**config.mk**
```make
export PLATFORM = sky130hd
export DESIGN_NAME = ggs_blend
export DESIGN_NICKNAME = d
export VERILOG_FILES = /design/src/hw/rtl/ggs_pkg.sv /design/src/hw/rtl/ggs_blend.sv
export SDC_FILE = /design/constraint.sdc
export NUM_CORES = 1
export LEC_CHECK = 0
export BUFFER_PORTS_ARGS = -buffer_cell sky130_fd_sc_hd__buf_2
export CAP_MARGIN = 0
export CELL_PAD_IN_SITES_DETAIL_PLACEMENT = 1
export CELL_PAD_IN_SITES_GLOBAL_PLACEMENT = 2
export CORE_MARGIN = 2
export CORE_UTILIZATION = 27
export DETAILED_ROUTE_END_ITERATION = 10
export GPL_TIMING_DRIVEN = 0
export PLACE_DENSITY_LB_ADDON = 0.1
export SLEW_MARGIN = 20
export SYNTH_ARGS = -nofsm -noshare
export SYNTH_HDL_FRONTEND = slang
export SYNTH_SLANG_ARGS = --single-unit
```
**constraint.sdc**
```tcl
create_clock -name vclk -period 11.8
set_input_delay 2.36 -clock vclk [all_inputs]
set_output_delay 2.36 -clock vclk [all_outputs]
set_load 0.03 [all_outputs]
```
**src/hw/rtl/ggs_pkg.sv**
```systemverilog
// Package for the gradient guided sweep block.
// Holds register indexes, sweep direction codes and fixed register widths.
// No dependencies.
package ggs_pkg;

    // Configuration port widths.
    localparam int CFG_INDEX_W  = 2;
    localparam int CFG_DATA_W   = 13;
    localparam int DIR_W        = 2;
    localparam int WIDTH_REG_W  = 11;
    localparam int HEIGHT_REG_W = 13;

    // Register indexes.
    localparam logic [CFG_INDEX_W-1:0] REG_DIRECTION    = 2'd0;
    localparam logic [CFG_INDEX_W-1:0] REG_IMAGE_WIDTH  = 2'd1;
    localparam logic [CFG_INDEX_W-1:0] REG_IMAGE_HEIGHT = 2'd2;

    // Sweep directions.
    localparam logic [DIR_W-1:0] DIR_LEFT_RIGHT = 2'd0;
    localparam logic [DIR_W-1:0] DIR_TOP_BOTTOM = 2'd1;
    localparam logic [DIR_W-1:0] DIR_RIGHT_LEFT = 2'd2;
    localparam logic [DIR_W-1:0] DIR_BOTTOM_TOP = 2'd3;

    // Reset dimensions of the image.
    localparam int RESET_WIDTH  = 1024;
    localparam int RESET_HEIGHT = 1024;

    // Position flags of one word, carried from the input stage to the blend.
    typedef struct packed {
        logic border;
        logic plane_last;
    } ggs_pos_t;

endpackage

```
**src/hw/rtl/ggs_blend.sv**
```systemverilog
// Blend of a pixel with its already updated neighbor and a gradient.
// Depends on ggs_pkg.
module ggs_blend #(
    parameter int SAMPLE_BITS = 16
) (
    input  logic [ggs_pkg::DIR_W-1:0]     direction,
    input  ggs_pkg::ggs_pos_t             pos,
    input  logic signed [SAMPLE_BITS-1:0] pixel,
    input  logic signed [SAMPLE_BITS-1:0] gradient,
    input  logic signed [SAMPLE_BITS-1:0] prev_pixel,
    input  logic signed [SAMPLE_BITS-1:0] prev_gradient,
    input  logic signed [SAMPLE_BITS-1:0] line_pixel,
    input  logic signed [SAMPLE_BITS-1:0] line_gradient,
    output logic signed [SAMPLE_BITS-1:0] result
);

    localparam int SW = SAMPLE_BITS + 2;

    logic signed [SW-1:0]          pix_ext;
    logic signed [SW-1:0]          nbr_ext;
    logic signed [SW-1:0]          grd_ext;
    logic signed [SW-1:0]          sum;
    logic signed [SW-1:0]          half;
    logic signed [SAMPLE_BITS-1:0] nbr;
    logic signed [SAMPLE_BITS-1:0] grd;
    logic                          grd_sub;
    logic                          ovf;
    logic signed [SAMPLE_BITS-1:0] clipped;

    // Pick the neighbor and the gradient term for the sweep.
    always_comb
    begin
        case (direction)
            ggs_pkg::DIR_LEFT_RIGHT:
            begin
                nbr     = prev_pixel;
                grd     = prev_gradient;
                grd_sub = 1'b0;
            end
            ggs_pkg::DIR_TOP_BOTTOM:
            begin
                nbr     = line_pixel;
                grd     = line_gradient;
                grd_sub = 1'b0;
            end
            ggs_pkg::DIR_RIGHT_LEFT:
            begin
                nbr     = prev_pixel;
                grd     = gradient;
                grd_sub = 1'b1;
            end
            default:
            begin
                nbr     = line_pixel;
                grd     = gradient;
                grd_sub = 1'b1;
            end
        endcase
    end

    // Three term sum, halved with floor rounding.
    assign pix_ext = {{2{pixel[SAMPLE_BITS-1]}}, pixel};
    assign nbr_ext = {{2{nbr[SAMPLE_BITS-1]}}, nbr};
    assign grd_ext = {{2{grd[SAMPLE_BITS-1]}}, grd};
    assign sum     = grd_sub ? (pix_ext + nbr_ext - grd_ext) : (pix_ext + nbr_ext + grd_ext);
    assign half    = sum >>> 1;

    // Saturate to the sample range; the halved sum fits in one extra bit.
    assign ovf = half[SAMPLE_BITS] != half[SAMPLE_BITS-1];

    always_comb
    begin
        if (!ovf)
        begin
            clipped = half[SAMPLE_BITS-1:0];
        end
        else if (half[SAMPLE_BITS])
        begin
            clipped = {1'b1, {(SAMPLE_BITS-1){1'b0}}};
        end
        else
        begin
            clipped = {1'b0, {(SAMPLE_BITS-1){1'b1}}};
        end
    end

    // Border pixels pass through unchanged.
    assign result = pos.border ? pixel : clipped;

endmodule

```
; ---- Word-level counts from Yosys, hierarchy flattened
; Cells that the tools add are included.
; W data, S select, Z words.
[word_totals]
ff_bits = 0
wordCells = 15
[op_classes]
add_sub_neg = 3
mux = 6
eq_ne = 3
reduce_logical = 3
[ops]
columns = operator, n
row1 = $mux W16, 4
row2 = $pmux W16 S2, 1
row3 = $add A17 B16 Y18, 1
row4 = $mux W18, 1
row5 = $sub A17 B16 Y18, 1
row6 = $add A16 B16 Y17, 1
row7 = $reduce_or A2 Y1, 2
row8 = $eq A2 B1 Y1 const B, 1
row9 = $eq A2 B2 Y1 const B, 1
row10 = $logic_not A2 Y1, 1
row11 = $ne A1 B1 Y1, 1

; ---- Depth between registers and ports, before layout
; Gate-level depths: netlist of the first run.
[depth]
depth_word = 9
depth_mapped = 26

; ---- Least setup slack after synthesis of the first run
; No wires, ideal clock.
[synth_timing]
path_kind = in2out
start = input direction[0] (netlist name)
end = output result[7]
setup_slack_ns = 1.581
cell_stages = 24
required_time_ns = 9.440
arrival_time_ns = 7.859
n_path_buf = 5
cell_sequence = buf_6 > buf_6 > clkbuf_1 > buf_1 > mux2_2 > ha_1 > a21o_1 > a21oi_1 > o21ai_0 > a21o_1 > a21oi_1 > o21ai_0 > o21a_1 > nor2_1 > xnor2_1 > ha_1 > or4_1 > o21ai_0 > o21ai_1 > a21oi_1 > xor2_1 > clkbuf_1 > maj3_1 > o21ai_0
[synth_via]
elab_chain_cells = 9
word_cells_on_any_way = 15
classes_between = add/sub (3) / eq/ne (3) / mux (6) / reduce/logical (3)
[synth_rtl]
columns = element, line
row1 = from (decl), ggs_blend.sv:6  ; input logic [ggs_pkg::DIR_W-1:0] direction,
row2 = $eq A2 B2 Y1 / $logic_not A2 Y1 (equally long branches), ggs_blend.sv:33  ; case (direction)
row3 = $reduce_or A2 Y1 (no source line), -
row4 = $mux W16, ggs_blend.sv:33
row5 = $add A16 B16 Y17, ggs_blend.sv:65  ; assign sum = grd_sub ? (pix_ext + nbr_ext - grd_ext) : (pix_ext + nbr_ext + grd_ext);
row6 = $sub A17 B16 Y18 / $add A17 B16 Y18 (equally long branches), ggs_blend.sv:65
row7 = $mux W18 (*), ggs_blend.sv:65
row8 = $mux W16 / $ne A1 B1 Y1 (equally long branches), "ggs_blend.sv:77, ggs_blend.sv:69"
row9 = $mux W16 (*), ggs_blend.sv:73  ; if (!ovf)
row10 = $mux W16 (*), ggs_blend.sv:88  ; assign result = pos.border ? pixel : clipped;
row11 = to (decl), ggs_blend.sv:14  ; output logic signed [SAMPLE_BITS-1:0] result
; Mark *: on every way between the ends. The rest lies on a longest branch, timed or not.

; ---- Worst setup path in the final report of the first run
[layout_timing]
start = input direction[0] (netlist name)
end = output result[14]
; Same word-level chain as after synthesis.

==> results.md, run 1 <==
- Status: finished clean
- Crit Path Max Fanout: 19
- CLK BUF: 0
- Worst Path Arrival: 8.44 ns
- Core Util, Final: 34.5%
- Avg Cell Area, Syn: 7.21 um^2
- Non-filler cells, final: 634
- I/O Pins: 116
- Hold Path Class: in -> out
- Fin Setup TNS: 0 ns
- Cell count after synthesis: 386
- Initial antenna violation count: 0
- DRT iter0 DRCs: 87
- First-pass GRT wire length: 15400 um
- Cell Count Post-Placement: 635
- Min-delay src: pixel[8]
- MaxCap Viol Count: 0
- Yosys cell types: 55
- Final hold vios: 0
- CP startpoint kind: primary input
- Power per cell area: 135 nW/um^2
- Via count: 3101
- Worst hold endpoint: result[8]
- Area delta synth->final: 26.3%
- Maximum vdd drop: 0.0000437 V
- Die W: 106 um
- Gpl congestion: 0.779
- Fin. max-slew vios: 0
- Yosys warnings: 0
- Seq/Total Area, Yosys: 0%
- LEAKAGE: 1.68 nW
- Post-DR wirelength/cell: 14.6 um
- Setup ws final: 0.996 ns
- Final HPWL DP: 8300 um
- Vias in the first global route: 3211
- FP Rows: 37
- F_max: 92.6 MHz
- IO Port Bufs: 113
- Critical path required time: 9.44 ns
- Share of layout cells above drive strength 1: 29.3%
- Post-route clock period utilization: 91.6%
- Initial Util: 27.3%
- DRC viols: 0
- Dpl cell area: 3520 um^2
- Worst rel slew slack: 52.9%
- Min Tclk post-route: 10.80 ns
- Post-CTS resize count: 0
- RSZ-0062 raised after global routing: false
- Drt pass-1 iters: 4
- Final net count: 636
- Post-Syn Nets: 522
- Pin slew with the least headroom to its limit: 0.704 ns
- Final WL: 9250 um
- Hold path depth: 4
- Die Y: 106 um
- Seq cells: 0
- Final Setup Violations: 0
- Netlist Area Pre-Place: 2780 um^2
- Via/cell ratio: 4.89
- Postcts setup bufs: 0
- Largest net degree at the start of global routing: 11
- Die area: 11100 um^2
- Fill cell count: 1337
- Crit path kind: in -> out
- Final instance area: 3520 um^2
- Total track usage: 16.4%
- Dpl ws: 0.374 ns
- Sequential cell area: 0 um^2
- Final ANT Viol Nets: 0
- Endpoint class of the critical path: output port
- Antenna Cells: 0
- Total gr overflow: 0
- CTS hold repair buffers: 0
- Core area: 10200 um^2
## cell families (layout without fill, tap and decap cells)
family	Yosys count	in the layout	synth area share, %
buffers and inverters	31	143	5.08
and+or+nand+nor	103	103	18.3
AOI/OAI and AO/OA	130	130	28.9
xor gates and xnor gates	39	39	13.2
adders and majority gates	46	46	20.3
muxes	37	37	14.2
## layer usage
metal | part of all wire [%] | GRT usage [%] | vias up
met4 | 0 | 0 | 0
met3 | 4.8 | 1.11 | 0
met1 | 51 | 23.4 | 1380
met5 | 0 | 0 | -
li1 | - | - | 1642
met2 | 44 | 28.6 | 79
## metrics by stage
step	total power [mW]	hold slack (ns)
6_report	0.473	5.10
5_1_grt	0.527	5.13
4_1_cts	0.478	5.10
3_5_place_dp	0.476	5.10
3_3_place_gp	0.470	5.11
2_1_floorplan	0.357	4.95
## worst max-delay path: stages
cell and delay (ns):
buf_6 0.10, buf_6 0.23, buf_1 0.48, mux2_2 0.40, ha_1 0.20, a21o_1 0.16
a21oi_1 0.21, o21ai_0 0.19, a21o_1 0.21, a21oi_1 0.28, o21ai_0 0.23, o41ai_1 0.44
o21bai_1 0.13, xor2_1 0.22, ha_1 0.34, a21o_1 0.18, a21oi_1 0.13, o21ai_1 0.11
a21oi_1 0.19, xor2_1 0.59, clkbuf_1 0.42, nor2_1 0.08, a221o_1 0.32, buf_2 0.18
## cell usage in the layout (no fill, tap or decap), types with 3 or more instances in the layout
cell type,instances
buf_2,115
nand2_1,39
o21ai_0,37
ha_1,34
a21oi_1,32
xnor2_1,24
nor2_1,22
mux2_2,18
mux2i_1,16
inv_1,15
xor2_1,13
a21o_1,11
maj3_1,10
o21ai_1,9
nand3_1,8
o31ai_1,8
nand2b_1,7
o21a_1,6
nor2b_1,6
clkbuf_1,6
or4_1,4
nor3_1,4
a22o_1,4
buf_6,3
buf_1,3
o21bai_1,3
mux2_1,3
## where the power goes
group	total (mW)	switching, mW	internal, mW	leakage [nW]
Sequential	0	0	0	0
Combinational	0.473	0.280	0.193	1.68
Clock	0	0	0	0
Total	0.473	0.280	0.193	1.68
## Yosys cell counts, types with 6 or more instances
master    instances  area, um^2
o31ai_1           8        60.1
nand2b_1          7        43.8
xnor2_1          24         210
clkbuf_1          7        26.3
mux2_2           18         203
o21ai_0          37         185
maj3_1           10         100
nor2_1           22        82.6
nand3_1           8        40.0
a21o_1           11        82.6
inv_1            15        56.3
o21a_1            6        45.0
nand2_1          39         146
mux2i_1          16         160
ha_1             34         425
nor2b_1           6        37.5
o21ai_1           9        45.0
a21oi_1          32         160
xor2_1           13         114
## worst max-delay path by stage
stage	to	slack (ns)	cells past startpoint	from
floorplan	result[7]	1.58	24	direction[0]
global placement	result[14]	0.39	25	direction[0]
detailed placement	result[14]	0.37	25	direction[0]
CTS	result[14]	0.36	25	direction[0]
global route	result[12]	0.44	24	direction[0]
finish	result[14]	1.0	24	direction[0]
## layout make-up
class / instances / area [um^2] / area share, %
Timing Repair Buffer: 113 / 566 / 16.1
Multi-Input combinational cell: 355 / 2640 / 75.2
Buffer: 14 / 77.6 / 2.21
Tap cell: 136 / 170 / 4.84
Inverter: 16 / 60.1 / 1.71
No activity file was read; power rests on OpenSTA's default activity.
==> run 2: changes to the inputs <==
BUFFER_PORTS_ARGS = unset   (was -buffer_cell sky130_fd_sc_hd__buf_2)
CORE_UTILIZATION = 36   (was 27)
DONT_BUFFER_PORTS = 1   (was unset)
==> run 2 against run 1 <==
Count of clock-buffer cells in the layout unchanged; sequential cell count is the same; die area down 24%; power is 7.6% lower; critical endpoint is now result[8]; largest power group unchanged.
==> results.md, run 2 (synthesized netlist as in run 1, its figures left out) <==
- Via/cell ratio: 5.68 (+16%)
- Power per cell area: 150 nW/um^2 (+12%)
- Core Util, Final: 38.2% (+3.7 points)
- Min-delay src: pixel[15]
- Final WL: 8300 um (-10%)
- Final net count: 523 (-18%)
- Fill cell count: 990 (-26%)
- Final HPWL DP: 7360 um (-11%)
- Total track usage: 19.0% (+2.6 points)
- Worst Path Arrival: 8.46 ns (+0.02 ns)
- F_max: 92.4 MHz (-0.14%)
- IO Port Bufs: 0 (-100%)
- Die Y: 91.9 um (-13%)
- Share of layout cells above drive strength 1: 8.57% (-21 points)
- Commonest non-fill, non-tap cell in the layout: nand2_1
- Maximum vdd drop: 0.0000309 V (-29%)
- MaxCap Viol Count: 0 (unchanged)
- CP startpoint kind: primary input
- Crit-path cells: buf_6, buf_6, buf_1, mux2_2, ha_1, a21o_1, a21oi_1, o21ai_0, a21o_1, a21oi_1, o21ai_0, o41ai_1, o21ai_0, xor2_1, ha_1, clkbuf_1, nand3_1, nor3_1, o21a_1, nor2_1, xnor2_4, buf_6, maj3_1, o21ai_1
- Slowest stage cell, crit path: o21ai_1
- Total gr overflow: 0 (unchanged)
- Die W: 91.9 um (-13%)
- Seq cells: 0 (unchanged)
- Post-DR wirelength/cell: 17.0 um (+17%)
- CP peak stage delay: 0.51 ns (-0.08 ns)
- Crit path kind: in -> out
- Fin. max-slew vios: 0 (unchanged)
- Hold path depth: 1 (-3)
- DRC viols: 0 (unchanged)
- Most frequent cells in the layout: nand2_1 (39), ha_1 (34), a21oi_1 (32), o21ai_0 (30), xnor2_1 (24)
- Core area: 7610 um^2 (-25%)
- Die area: 8450 um^2 (-24%)
- Cell Count Post-Placement: 488 (-23%)
- Final ANT Viol Nets: 0 (unchanged)
- Vias in the first global route: 2745 (-15%)
- Post-route clock period utilization: 91.7% (+0.13 points)
- Crit Path Max Fanout: 19 (unchanged)
- Antenna Cells: 0 (unchanged)
- Min Tclk post-route: 10.82 ns (+0.0156 ns)
- Status: finished clean
- DRT iter0 DRCs: 39 (-55%)
- Final Setup Violations: 0 (unchanged)
- RSZ-0062 raised after global routing: false
- Critical path required time: 9.44 ns (about the same)
- CLK BUF: 0 (unchanged)
- Worst rel slew slack: 57.8% (+4.8 points)
- Fin Setup TNS: 0 ns (unchanged)
- Hold Path Class: in -> out
- Initial antenna violation count: 0 (unchanged)
- FP Rows: 32 (-14%)
- First-pass GRT wire length: 13400 um (-13%)
- Drt pass-1 iters: 4 (unchanged)
- Non-filler cells, final: 487 (-23%)
- Final hold vios: 0 (unchanged)
- Endpoint class of the critical path: output port
- Via count: 2766 (-11%)
- Gpl congestion: 0.801 (+2.8%)
- Largest net degree at the start of global routing: 11 (unchanged)
- Dpl ws: 0.169 ns (-0.205 ns)
- I/O Pins: 116 (unchanged)
- Area delta synth->final: 4.45%
- Crit path buffers/inverters: 5 (unchanged)
- Setup ws final: 0.980 ns (-0.0156 ns)
- LEAKAGE: 1.23 nW (-27%)
- Pin slew with the least headroom to its limit: 0.631 ns (-0.0724 ns)
- Sequential cell area: 0 um^2 (unchanged)
- Largest delay share family, worst path: compound AO/OA/AOI/OAI gates
- Initial Util: 36.6% (+9.3 points)
- Worst hold endpoint: result[15]
[run 2: cell type report]
class / count / area, um^2 / share of cell area, %
inverters: 16 / 60.1 / 2.07
multi-input cells: 355 / 2640 / 90.9
well taps: 102 / 128 / 4.39
plain buffers: 14 / 77.6 / 2.67
[run 2: worst max path at each step]
stage / startpoint / to / slack (ns) / depth (start not counted)
3_5_place_dp: direction[0] / result[7] / 0.17 / 23
3_3_place_gp: direction[0] / result[7] / 0.28 / 24
6_report: direction[0] / result[8] / 0.98 / 24
2_1_floorplan: direction[0] / result[7] / 1.58 / 24
4_1_cts: direction[0] / result[7] / 0.15 / 23
5_1_grt: direction[0] / result[8] / 0.37 / 24
[run 2: timing repair]
action / in CTS / in global routing
endpoints found under the hold margin: 0 / 0
gates resized for setup: 0 / 7
endpoints found under the setup margin: 0 / 15
hold buffers: 0 / 0
buffers inserted: 0 / 0
[run 2: power by group]
part / internal (mW) / switching (mW)
sequential: 0 / 0
combinational: 0.168 / 0.269
clock: 0 / 0
[run 2: metal layers]
layer	vias up	GRT usage (%)	wire (um)
met5	-	0	0
met4	0	0	0
met3	0	1.07	447
met2	83	32.2	3680
met1	1263	28.2	4170
li1	1420	-	-
[run 2: stage by stage]
step           instance area [um^2]  total power, mW  hold WS [ns]
6_report                       2910            0.437          4.95
2_1_floorplan                  2780            0.357          4.95
4_1_cts                        2910            0.438          4.95
5_1_grt                        2910            0.486          4.96
3_3_place_gp                   2910            0.429          4.95
3_5_place_dp                   2910            0.436          4.95
==> run 3: changes to the inputs <==
CORE_MARGIN = unset   (was 2)
CORE_UTILIZATION = 33   (was 36)
clock period = 9.02 ns   (was 11.8 ns; I/O delays follow)
==> run 3 against run 2 <==
Final cell count grew 0.62%; final area is 3.6% higher; non-clock buffer count unchanged; wire length grew 0.77%.
==> results.md, run 3 (synthesized netlist as in run 1, its figures left out) <==
- Maximum vdd drop: 0.0000378 V (+22%)
- Slowest stage cell, crit path: or4_1
- CLK BUF: 0 (unchanged)
- Final hold vios: 0 (unchanged)
- Crit Path Max Fanout: 19 (unchanged)
- Power share of the sequential group: 0% (unchanged)
- Hold path depth: 2 (+1)
- Total gr overflow: 0 (unchanged)
- LEAKAGE: 1.27 nW (+2.9%)
- Worst rel slew slack: 34.0% (-24 points)
- DRC viols: 0 (unchanged)
- Die W: 93.9 um (+2.1%)
- Crit path kind: in -> out
- Final ANT Viol Nets: 0 (unchanged)
- Fin Setup TNS: 0 ns (unchanged)
- Final net count: 523 (unchanged)
- Critical path required time: 7.22 ns (-2.22 ns)
- I/O Pins: 116 (unchanged)
- Via/cell ratio: 5.56 (-2.0%)
- Initial Util: 34.1% (-2.5 points)
- DRT iter0 DRCs: 113 (+190%)
- Die Y: 93.9 um (+2.1%)
- Core area: 8180 um^2 (+7.5%)
- Commonest non-fill, non-tap cell in the layout: nand2_1
- Post-DR wirelength/cell: 17.1 um (+0.15%)
- CTS hold repair buffers: 0 (unchanged)
- Worst hold endpoint: result[1]
- Min Tclk post-route: 8.62 ns
- CP startpoint kind: primary input
- Largest net degree at the start of global routing: 20 (+9)
- P_sw: 0.370 mW (+37%)
- Comb pwr share: 100.0% (about the same)
- Fin. max-slew vios: 0 (unchanged)
- Crit-path cells: buf_6, buf_6, buf_6, mux2_2, ha_1, a21o_1, a21oi_1, o21ai_0, a21o_1, a21oi_2, o21ai_1, a21oi_1, ha_1, a21o_1, or4_1, o21ai_0, o21ai_1, a21oi_1, xor2_2, clkbuf_2, maj3_1, o21ai_4
- Post-route clock period utilization: 95.6%
- Share of layout cells above drive strength 1: 13.0% (+4.4 points)
- Endpoint class of the critical path: output port
- Power per cell area: 201 nW/um^2 (+34%)
- Initial antenna violation count: 0 (unchanged)
- Vias in the first global route: 2686 (-2.1%)
- First-pass GRT wire length: 13100 um (-2.2%)
- MaxCap Viol Count: 0 (unchanged)
- Final HPWL DP: 7430 um (+0.98%)
- Worst Path Arrival: 6.82 ns (-1.64 ns)
- Hold Path Class: in -> out
- Area delta synth->final: 8.22%
- Net Sw Frac: 61.0% (-0.60 points)
- Die area: 8810 um^2 (+4.2%)
- Final WL: 8360 um (+0.77%)
- F_max: 116 MHz
- Clock Power Share: 0% (unchanged)
- Final Setup Violations: 0 (unchanged)
- IO Port Bufs: 0 (unchanged)
- Most frequent cells in the layout: nand2_1 (39), ha_1 (34), a21oi_1 (31), o21ai_0 (29), xnor2_1 (24)
- RSZ-0062 raised after global routing: false
- Antenna Cells: 0 (unchanged)
- P_int: 0.236 mW (+41%)
- Min-delay src: pixel[1]
- Gpl congestion: 0.825 (+3.0%)
- Via count: 2726 (-1.4%)
- CP peak stage delay: 0.41 ns (-0.10 ns)
- FP Rows: 33 (+3.1%)
- Pin slew with the least headroom to its limit: 0.991 ns (+0.359 ns)
- Power Total: 0.606 mW (+39%)
- Sequential cell area: 0 um^2 (unchanged)
- Status: finished clean
- Drt pass-1 iters: 4 (unchanged)
- Seq cells: 0 (unchanged)
- Total track usage: 18.5% (-0.45 points)
-- run 3: critical path, delay by kind of cell --
| kind | cells | cell delay [ns] |
|---|---|---|
| mux | 1 | 0.35 |
| compound gates | 12 | 2.45 |
| fa+ha+maj | 3 | 0.96 |
| xor+xnor | 1 | 0.11 |
| buf+inv | 4 | 0.74 |
| simple gates | 1 | 0.41 |
-- run 3: cell type report --
class                      instances  area (um^2)
multi-input combinational        355         2730
tap                              105          131
timing repair buffer               1         7.51
buffer                            13         82.6
inverter                          16         60.1
fill                            1030         5160
-- run 3: how the worst max path moves through the flow --
| stage | startpoint | to | slack [ns] | depth (start not counted) |
|---|---|---|---|---|
| after floorplan | direction[0] | result[13] | 0.03 | 26 |
| final | direction[0] | result[9] | 0.40 | 22 |
| after global routing | direction[0] | result[7] | 0.002 | 22 |
| after global placement | direction[0] | result[14] | -1.25 | 24 |
| after CTS | direction[0] | result[4] | 0.001 | 24 |
| after detailed placement | direction[0] | result[14] | -1.24 | 23 |
-- run 3: power groups by stage --
stage / Clock [mW] / Sequential [mW] / Combinational (mW)
6_report: 0 / 0 / 0.606
5_1_grt: 0 / 0 / 0.666
4_1_cts: 0 / 0 / 0.604
3_5_place_dp: 0 / 0 / 0.572
3_3_place_gp: 0 / 0 / 0.566
2_1_floorplan: 0 / 0 / 0.470
-- run 3: repair_timing --
action                                  CTS  global route
endpoints found under the setup margin   16            16
setup buffers                             1             0
endpoints found under the hold margin     0             0
gates cloned                              0             0
pin swaps                                 0             0
gates resized for setup                  17             6
-- run 3: metal layers --
metal  share of wire (%)  vias up  global-route usage (%)
met5                   0        -                       0
met4                0.31        0                   0.513
met3                 4.4        2                   0.728
met2                  45       81                    31.9
met1                  50     1228                    26.7
li1                    -     1415                       -
-- run 3: metrics by stage --
stage / instances / hold WS [ns] / area, um^2 / setup slack [ns] / utilization [%]
4_1_cts: 491 / 3.79 / 3000 / 0.00115 / 36.6
6_report: 490 / 3.79 / 3010 / 0.399 / 36.9
3_5_place_dp: 491 / 3.84 / 2920 / -1.24 / 35.7
2_1_floorplan: 386 / 3.84 / 2780 / 0.0263 / -
3_3_place_gp: 491 / 3.84 / 2920 / -1.25 / 35.7
5_1_grt: 490 / 3.80 / 3010 / 0.00214 / 36.9
